## src/rtl/core/nta_pkg.sv

```systemverilog
// nta_pkg: shared types and constants for the address translation table
// with aging. Used by nta_cell and nat_table_with_aging_unit; no dependencies.
`default_nettype none

package nta_pkg;

  localparam int TABLE_ENTRIES = 16;
  localparam int IDX_W = (TABLE_ENTRIES > 1) ? $clog2(TABLE_ENTRIES) : 1;
  localparam int CNT_W = 5;
  localparam int KEY_W = 16;
  localparam int IP_W = 32;
  localparam int AGE_W = 8;
  localparam int REG_W = 8;
  localparam int REG_IDX_W = 1;

  localparam logic [1:0] CMD_INSERT = 2'd0;
  localparam logic [1:0] CMD_LOOKUP = 2'd1;
  localparam logic [1:0] CMD_TICK = 2'd2;
  localparam logic [1:0] CMD_CLEAR = 2'd3;

  localparam logic [1:0] ST_DONE = 2'd0;
  localparam logic [1:0] ST_PRESENT = 2'd1;
  localparam logic [1:0] ST_FULL = 2'd2;

  localparam logic [REG_IDX_W-1:0] REG_INVALIDATE = 1'd0;
  localparam logic [REG_IDX_W-1:0] REG_REMOVE = 1'd1;

  localparam logic [REG_W-1:0] INVALIDATE_RESET = 8'd30;
  localparam logic [REG_W-1:0] REMOVE_RESET = 8'd30;

  // item token that walks the chain of cells
  typedef struct packed {
    logic             act;
    logic [1:0]       cmd;
    logic [KEY_W-1:0] key;
    logic [IP_W-1:0]  iip;
    logic [IP_W-1:0]  eip;
    logic             hit;
    logic             vld;
    logic [IP_W-1:0]  fi;
    logic [IP_W-1:0]  fe;
    logic             free_seen;
    logic [IDX_W-1:0] free_idx;
    logic [CNT_W-1:0] removed;
  } tok_t;

endpackage

`default_nettype wire

```

## src/rtl/core/nta_cell.sv

```systemverilog
// nta_cell: one table slot with its key, addresses, age and marks, plus the
// token register that hands the item to the next slot. Depends on nta_pkg.
`default_nettype none

module nta_cell (
  input  wire logic                        clk,
  input  wire logic                        rst,
  input  wire nta_pkg::tok_t               tok_in,
  output nta_pkg::tok_t                    tok_out,
  input  wire logic [nta_pkg::IDX_W-1:0]   slot,
  input  wire logic                        wr,
  input  wire logic [nta_pkg::KEY_W-1:0]   wr_key,
  input  wire logic [nta_pkg::IP_W-1:0]    wr_int,
  input  wire logic [nta_pkg::IP_W-1:0]    wr_ext,
  input  wire logic [nta_pkg::REG_W-1:0]   inv_after,
  input  wire logic [nta_pkg::REG_W-1:0]   rem_after
);

  logic                        occ;
  logic                        occ_next;
  logic                        vmark;
  logic                        vmark_next;
  logic [nta_pkg::KEY_W-1:0]   key;
  logic [nta_pkg::IP_W-1:0]    iip;
  logic [nta_pkg::IP_W-1:0]    eip;
  logic [nta_pkg::AGE_W-1:0]   age;
  logic [nta_pkg::AGE_W-1:0]   age_next;
  logic [nta_pkg::AGE_W-1:0]   age_inc;
  nta_pkg::tok_t               tok_next;

  assign age_inc = (age == {nta_pkg::AGE_W{1'b1}}) ? age : age + 1'b1;

  always_comb begin
    tok_next = tok_in;
    occ_next = occ;
    vmark_next = vmark;
    age_next = age;
    if (tok_in.act) begin
      unique case (tok_in.cmd)
        nta_pkg::CMD_INSERT, nta_pkg::CMD_LOOKUP: begin
          if (occ && key == tok_in.key && !tok_in.hit) begin
            tok_next.hit = 1'b1;
            tok_next.fi = iip;
            tok_next.fe = eip;
            tok_next.vld = (tok_in.cmd == nta_pkg::CMD_LOOKUP) && vmark;
          end
          if (!occ && !tok_in.free_seen) begin
            tok_next.free_seen = 1'b1;
            tok_next.free_idx = slot;
          end
        end
        nta_pkg::CMD_TICK: begin
          if (occ) begin
            age_next = age_inc;
            if (vmark && age_inc > inv_after) begin
              vmark_next = 1'b0;
            end
            if (age_inc >= rem_after) begin
              occ_next = 1'b0;
              vmark_next = 1'b0;
              if (tok_in.removed != {nta_pkg::CNT_W{1'b1}}) begin
                tok_next.removed = tok_in.removed + 1'b1;
              end
            end
          end
        end
        nta_pkg::CMD_CLEAR: begin
          occ_next = 1'b0;
          vmark_next = 1'b0;
        end
      endcase
    end
    if (wr) begin
      occ_next = 1'b1;
      vmark_next = 1'b1;
      age_next = '0;
    end
  end

  always_ff @(posedge clk) begin
    if (rst) begin
      occ <= 1'b0;
      vmark <= 1'b0;
      tok_out.act <= 1'b0;
    end else begin
      occ <= occ_next;
      vmark <= vmark_next;
      tok_out <= tok_next;
    end
  end

  always_ff @(posedge clk) begin
    age <= age_next;
    if (wr) begin
      key <= wr_key;
      iip <= wr_int;
      eip <= wr_ext;
    end
  end

endmodule

`default_nettype wire

```

## src/rtl/core/nat_table_with_aging_unit.sv

```systemverilog
// nat_table_with_aging_unit: top level, a chain of nta_cell slots, the
// sequencer, result hold stage and output register. Depends on nta_pkg, nta_cell.
`default_nettype none

// An item enters the first slot of a chain of TABLE_ENTRIES cells and moves one
// slot per cycle; each slot compares, ages or clears its own entry as the item
// passes and adds what it found to the item. After the last slot the result is
// captured in the result hold register (an insert writes its new entry into the
// chosen slot in the same cycle) and moves into the output register once that is
// free. The next item is taken as soon as the result sits in the output
// register, even if it is not yet taken. Register writes take effect at once.
module nat_table_with_aging_unit (
  input  wire logic                              clk,
  input  wire logic                              rst,
  input  wire logic                              in_valid,
  output logic                                   in_stall,
  input  wire logic [1:0]                        command,
  input  wire logic [nta_pkg::KEY_W-1:0]         query_id,
  input  wire logic [nta_pkg::IP_W-1:0]          priv_addr,
  input  wire logic [nta_pkg::IP_W-1:0]          pub_addr,
  output logic                                   out_valid,
  input  wire logic                              out_stall,
  output logic                                   hit,
  output logic                                   entry_valid,
  output logic [nta_pkg::IP_W-1:0]               found_priv_addr,
  output logic [nta_pkg::IP_W-1:0]               found_pub_addr,
  output logic [1:0]                             status,
  output logic [nta_pkg::CNT_W-1:0]              removed_count,
  input  wire logic                              cfg_write,
  input  wire logic [nta_pkg::REG_IDX_W-1:0]     cfg_index,
  input  wire logic [nta_pkg::REG_W-1:0]         cfg_data
);

  localparam logic [1:0] S_IDLE = 2'd0;
  localparam logic [1:0] S_RUN = 2'd1;
  localparam logic [1:0] S_HOLD = 2'd2;

  logic [1:0]                          state;
  logic [1:0]                          state_next;
  logic [nta_pkg::REG_W-1:0]           inv_after;
  logic [nta_pkg::REG_W-1:0]           rem_after;
  logic                                accept;
  logic                                out_load;
  logic                                do_write;
  nta_pkg::tok_t                       chain [nta_pkg::TABLE_ENTRIES+1];
  nta_pkg::tok_t                       tail;
  logic [nta_pkg::TABLE_ENTRIES-1:0]   act_vec;
  logic [nta_pkg::TABLE_ENTRIES-1:0]   we_vec;

  logic                                res_hit;
  logic                                res_vld;
  logic [nta_pkg::IP_W-1:0]            res_fi;
  logic [nta_pkg::IP_W-1:0]            res_fe;
  logic [1:0]                          res_status;
  logic [nta_pkg::CNT_W-1:0]           res_removed;
  logic [1:0]                          tail_status;

  assign in_stall = (state != S_IDLE);
  assign accept = in_valid && !in_stall;
  assign out_load = (state == S_HOLD) && (!out_valid || !out_stall);
  assign tail = chain[nta_pkg::TABLE_ENTRIES];

  always_comb begin
    chain[0].act = accept;
    chain[0].cmd = command;
    chain[0].key = query_id;
    chain[0].iip = priv_addr;
    chain[0].eip = pub_addr;
    chain[0].hit = 1'b0;
    chain[0].vld = 1'b0;
    chain[0].fi = '0;
    chain[0].fe = '0;
    chain[0].free_seen = 1'b0;
    chain[0].free_idx = '0;
    chain[0].removed = '0;
  end

  assign do_write = tail.act && tail.cmd == nta_pkg::CMD_INSERT && !tail.hit
                    && tail.free_seen;

  for (genvar i = 0; i < nta_pkg::TABLE_ENTRIES; i++) begin : g_cell
    assign we_vec[i] = do_write && tail.free_idx == nta_pkg::IDX_W'(i);
    assign act_vec[i] = chain[i+1].act;

    nta_cell u_cell (
      .clk       (clk),
      .rst       (rst),
      .tok_in    (chain[i]),
      .tok_out   (chain[i+1]),
      .slot      (nta_pkg::IDX_W'(i)),
      .wr        (we_vec[i]),
      .wr_key    (tail.key),
      .wr_int    (tail.iip),
      .wr_ext    (tail.eip),
      .inv_after (inv_after),
      .rem_after (rem_after)
    );
  end

  always_comb begin
    priority if (tail.cmd == nta_pkg::CMD_INSERT && tail.hit) begin
      tail_status = nta_pkg::ST_PRESENT;
    end else if (tail.cmd == nta_pkg::CMD_INSERT && !tail.free_seen) begin
      tail_status = nta_pkg::ST_FULL;
    end else begin
      tail_status = nta_pkg::ST_DONE;
    end
  end

  always_comb begin
    state_next = state;
    unique case (state)
      S_IDLE: if (accept) state_next = S_RUN;
      S_RUN: if (tail.act) state_next = S_HOLD;
      S_HOLD: if (out_load) state_next = S_IDLE;
      default: state_next = S_IDLE;
    endcase
  end

  always_ff @(posedge clk) begin
    if (rst) begin
      state <= S_IDLE;
      out_valid <= 1'b0;
      inv_after <= nta_pkg::INVALIDATE_RESET;
      rem_after <= nta_pkg::REMOVE_RESET;
    end else begin
      state <= state_next;
      if (out_load) begin
        out_valid <= 1'b1;
      end else if (!out_stall) begin
        out_valid <= 1'b0;
      end
      if (cfg_write) begin
        unique case (cfg_index)
          nta_pkg::REG_INVALIDATE: inv_after <= cfg_data;
          nta_pkg::REG_REMOVE: rem_after <= cfg_data;
        endcase
      end
    end
  end

  always_ff @(posedge clk) begin
    if (tail.act) begin
      res_hit <= tail.hit;
      res_vld <= tail.vld;
      res_fi <= tail.fi;
      res_fe <= tail.fe;
      res_status <= tail_status;
      res_removed <= tail.removed;
    end
    if (out_load) begin
      hit <= res_hit;
      entry_valid <= res_vld;
      found_priv_addr <= res_fi;
      found_pub_addr <= res_fe;
      status <= res_status;
      removed_count <= res_removed;
    end
  end

  a_one_token: assert property (@(posedge clk) disable iff (rst)
    $onehot0(act_vec))
    else $error("more than one item in the cell chain");

  a_one_write: assert property (@(posedge clk) disable iff (rst)
    $onehot0(we_vec))
    else $error("more than one slot written");

  a_tail_in_run: assert property (@(posedge clk) disable iff (rst)
    tail.act |-> state == S_RUN)
    else $error("item left the chain outside the run state");

  a_chain_empty_idle: assert property (@(posedge clk) disable iff (rst)
    state != S_RUN |-> act_vec == '0)
    else $error("item in the chain while not running");

  a_accept_runs: assert property (@(posedge clk) disable iff (rst)
    accept |=> state == S_RUN || state == S_HOLD)
    else $error("accepted item not in progress");

endmodule

`default_nettype wire

```

## config.mk

```make
export PLATFORM = sky130hd
export DESIGN_NAME = nat_table_with_aging_unit
export DESIGN_NICKNAME = d
export VERILOG_FILES = /design/src/rtl/core/nta_pkg.sv /design/src/rtl/core/nta_cell.sv /design/src/rtl/core/nat_table_with_aging_unit.sv
export SDC_FILE = /design/constraint.sdc
export NUM_CORES = 2
export LEC_CHECK = 0
export BUFFER_PORTS_ARGS = -buffer_cell sky130_fd_sc_hd__buf_4
export CELL_PAD_IN_SITES_DETAIL_PLACEMENT = 0
export CELL_PAD_IN_SITES_GLOBAL_PLACEMENT = 2
export CORE_MARGIN = 10
export CORE_UTILIZATION = 44
export DETAILED_ROUTE_END_ITERATION = 7
export GPL_TIMING_DRIVEN = 0
export MAX_ROUTING_LAYER = met4
export PLACE_DENSITY = 0.74
export SYNTH_ARGS = -nofsm -noshare
export SYNTH_HDL_FRONTEND = slang
export SYNTH_SLANG_ARGS = --single-unit
```

## constraint.sdc

```tcl
create_clock -name clk -period 186.7 [get_ports clk]
set_input_delay 37.34 -clock clk [delete_from_list [all_inputs] [get_ports clk]]
set_output_delay 37.34 -clock clk [all_outputs]
set_load 0.01 [all_outputs]
```

== Yosys cells after proc, flatten, opt, wreduce, memory -nomap -nowiden ==
Cells that the tools add are included.
Widths: inputs -> output; s select.
Word-level totals
  register bits: 4149
  word-level logic and storage cells: 1111
Cells by class
  add/subtract/negate cells: 31
  order comparisons: 32
  eq/ne operators: 148
  muxes and demuxes: 322
  bitwise gates (word level): 1
  reduce and logical (&&, ||, !) cells: 273
Operators by type and width (count)
  $mux 76: 15
  $mux 71: 15
  $mux 66: 16
  $mux 5: 76
  $eq 16x16->1: 16
  $mux 1: 147
  $add 8x1->8 const B: 16
  $eq 8x8->1 const B: 16
  $ge 8x8->1: 16
  $gt 8x8->1: 16
  $mux 8: 16
  $logic_and 1x1->1: 101
  $add 5x1->5 const B: 15
  $ne 5x5->1 const B: 15
  $eq 2x2->1 const B: 33
  $ne 4x1->1 const B: 16
  $pmux 1 s2: 32
  $reduce_and 4->1: 16
  $reduce_and 3->1: 18
  $logic_not 1->1: 50
  $ne 3x1->1 const B: 16
  $reduce_bool 3->1: 16
  $reduce_and 2->1: 19
  $logic_not 2->1: 18
  14 further kinds: 77

== Longest topological paths before layout ==
  depth in word-level cells: 10
  depth in mapped cells: 14

== Modules after synthesis ==
A second synthesis with hierarchy kept.
Second synthesis, totals
  cell total of the unflattened synthesis: 8105
  area total of the unflattened synthesis: 155665.5 µm²
Modules (own cells, without submodules)
  nta_cell (g_cell[0].u_cell ...): times used 6, cells each 493, area each 9295.2 µm², sequential area each 7367.1 µm²
  nta_cell (g_cell[1].u_cell ...): times used 5, cells each 489, area each 9562.9 µm², sequential area each 7367.1 µm²
  nta_cell (g_cell[7].u_cell ...): times used 3, cells each 485, area each 9355.2 µm², sequential area each 7367.1 µm²
  nta_cell (g_cell[6].u_cell): times used 1, cells each 487, area each 9341.5 µm², sequential area each 7367.1 µm²
  nta_cell (g_cell[15].u_cell): times used 1, cells each 496, area each 9315.2 µm², sequential area each 7367.1 µm²
  nat_table_with_aging_unit: times used 1, cells each 264, area each 5357.6 µm², sequential area each 4764.6 µm²

== Worst setup path after synthesis ==
Ideal clock, no wire load.
  kind: input port to flip-flop
  from: input port rst
  to: register inv_after[1] (netlist bit)
  library setup time: 3.271 ns
  arrival: 106.324 ns
  data required time: 183.429 ns
  setup slack: 77.105 ns
  cell stages on the path: 4
  buffers on the path: 2
  cell sequence: clkbuf_1 -> inv_1 -> clkbuf_1 -> o211ai_1
RTL lines
  from (decl): line nat_table_with_aging_unit.sv:14  | input wire logic rst,
  to (signal assigned): line nat_table_with_aging_unit.sv:124  | inv_after <= nta_pkg::INVALIDATE_RESET;
  to (signal assigned): line nat_table_with_aging_unit.sv:135  | nta_pkg::REG_INVALIDATE: inv_after <= cfg_data;
  to (decl): line nat_table_with_aging_unit.sv:40  | logic [nta_pkg::REG_W-1:0] inv_after;
No word-level cell between the ends.

== Final worst setup path ==
  from: input port rst
  to: register g_cell[1].u_cell.tok_out[108] (netlist bit) (enable)
RTL lines
  to (signal assigned): line nta_cell.sv:88  | tok_out <= tok_next;
  to (decl): line nta_cell.sv:9  | output nta_pkg::tok_t tok_out,
No word-level cell between the ends.

==> run metrics <==
global-route wire length before repair=427200 µm; post-route minimum period=41050 ps; dominant cell type by area after synthesis=edfxtp_1; DR vias=67.57k; Post-CTS Setup Inserts=0; CTS resizes=0; RePlAce Congestion=0.7853; Hold Vio Cnt, Final=0; leakage power total=59.62 nW; Critical Path AT=41640 ps; nets@finish=8767; Critical Path Sink Type=flop; Post-CTS Hold Buffers=0; Via density=5.087; port buffer count=167; residual DRC count=0; Yosys reg bits=4124; H-tree depth=5; Final Cycle Share=21.99%; Worst Path Buf+Inv=12; top cell type's share of synthesized area=78.22%; DP Cell Count=12.50k; 1st-pass router iterations=5; crit-path max cell delay=570 ps; Slew HR=4.683%; Die H=605.5 µm; Power Dens Cells=11.06 nW/µm²; status=finished, final reports clean; number of buffers created by CTS=421; hold_ws=395.7 ps; RSZ-0062 raised after global routing=false; syn_area_per_cell=19.56 µm²; CP max FO=71; Startpoint Class=input pin; mapped cell area=150800 µm²; kind of critical path=in -> reg; share of post-route cells with drive strength above 1=23.42%; Non-Filler Instances=13.28k; crit-path cells=clkbuf_1 > inv_1 > clkbuf_4 > buf_16 > buf_12 > buf_16 > buf_16 > buf_16 > buf_16 > buf_16 > buf_16 > buf_16; Worst Path Required=187300 ps; worst min-delay path class=reg -> reg; Warnings, synthesis=0; top post-synthesis cells by count=3929 x edfxtp_1, 963 x mux2_2, 288 x xor2_1; clk buf depth=4; largest cells by area after synthesis=edfxtp_1 78%, mux2_2 7.2%, dfxtp_1 2.6%, ha_1 2.4%, xor2_1 1.7%; Worst-path clk slew=60 ps; post-synth cell types=61; final setup vio count=0; routed wire length=281400 µm; Synth Net Count=8095; die width=605.5 µm; initial core utilization=44.29%; worst setup margin=145650 ps; std cell rows=214; Placement Setup Slack=144600 ps; WL per Instance=21.19 µm; Routed Antenna Nets=0; setup TNS=0 ps; Fmax=0.02436 GHz; Layout Skew=59.01 ps; Synth async-reset ratio=0%; most used cell, CP=buf_16; fill cell count=27.20k; peak supply drop=7.587 µV; Die ar.=366600 µm²; CP max-delay cell=clkbuf_4; CP delay by family, top=buffers and inverters; clk_lat worst skew=960 ps; initial antenna violation count=7; Synth Flop Type=edfxtp_1; CTS tree=yes; dpl hpwl=177300 µm; register area share after synthesis=80.81%; initial DRC count=5507; Post-synth EDFFs=3929; most numerous cell in the Yosys netlist=edfxtp_1; gr usage total=15.54%; CTS root buffer=clkbuf_16; Pins Over Slew Limit=0; I/O pins=171; grt ovf=0; worst slew pin tran=1428 ps; Sink Count=4124; layout overhead on the synthesized area=15.09%; Design Power=1.920 mW; largest net degree at the start of global routing=73; Core Box Area=340600 µm²; vias in the first global route=69.07k; Mapped Cells=7713; max-cap violations=0
## metrics by stage
step	cell area, µm²	utilization, %
final	173600	50.97
after global placement	157800	46.32
after floorplan	150800	-
after CTS	173600	50.97
after global routing	173600	50.97
after detailed placement	160100	47.00
## layer usage
layer,global-route usage (%),share of wire [%]
met4,4.704,3.2
met1,20.88,45
met3,2.436,4.4
met5,-,0
met2,24.64,48
## cell usage in the layout, fill, tap and decap left out, drive strengths merged, types with 97 or more instances in the layout
| cell type | n |
|---|---|
| nor2 | 269 |
| clkinv | 207 |
| xnor2 | 97 |
| nand2 | 237 |
| a21oi | 156 |
| xor2 | 288 |
| mux2 | 1013 |
| buf | 358 |
| clkbuf | 560 |
| ha | 286 |
| nand3 | 150 |
| edfxtp | 3929 |
| dfxtp | 195 |
## flip-flops by register name (all words and copies together) (netlist names), 8 cells and up
| signal | flops |
|---|---|
| found_priv_addr | 32 |
| found_pub_addr | 32 |
| g_cell.u_cell.age | 128 |
| g_cell.u_cell.eip | 512 |
| g_cell.u_cell.iip | 512 |
| g_cell.u_cell.key | 256 |
| g_cell.u_cell.occ | 16 |
| g_cell.u_cell.tok_out | 2519 |
| g_cell.u_cell.vmark | 16 |
| inv_after | 8 |
| rem_after | 8 |
| res_fe | 32 |
| res_fi | 32 |
## power breakdown
| group | leakage (nW) | total [mW] | switching (mW) | internal [mW] |
|---|---|---|---|---|
| clock network | 6.57 | 0.818 | 0.348 | 0.470 |
| logic | 14.1 | 0.0384 | 0.0220 | 0.0163 |
| registers | 39.0 | 1.06 | 0.0150 | 1.05 |
## kinds of logic (layout without fill, tap and decap cells)
logic type / after synthesis / count (layout) / share of synthesized area, %
adder cells (fa/ha/maj): 286 / 286 / 2.372
multiplexers: 1052 / 1052 / 7.946
XOR/XNOR: 385 / 385 / 2.236
other: 0 / 8 / 0
AO/OA/AOI/OAI: 464 / 464 / 1.927
AND/OR/NAND/NOR: 1183 / 1183 / 3.953
flip-flops: 4124 / 4124 / 80.81
buffers and inverters: 219 / 1245 / 0.7574
## path summary, 6_finish.rpt
check                           cells past startpoint  slack (ps)                      startpoint                        endpoint
worst min register to register                      0         400  g_cell[13].u_cell.tok_out[133]  g_cell[14].u_cell.tok_out[133]
worst max-delay path                               12      145650                             rst   g_cell[1].u_cell.tok_out[108]
worst min-delay path                                0         400  g_cell[13].u_cell.tok_out[133]  g_cell[14].u_cell.tok_out[133]
worst max register to register                     12      182300         g_cell[4].u_cell.age[0]     g_cell[4].u_cell.tok_out[3]
## layout make-up
class / instances / area, µm² / area share, %
clock buffer: 510 / 10960 / 6.316
buffer: 159 / 970.9 / 0.5593
tap: 4536 / 5675 / 3.269
clock inverter: 267 / 2546 / 1.467
sequential: 4124 / 121900 / 70.21
timing repair buffer: 249 / 3391 / 1.953
multi-input combinational: 3370 / 27900 / 16.07
antenna: 8 / 20.02 / 0.01153
inverter: 60 / 240.2 / 0.1384
(Power assumes the default switching activity.)
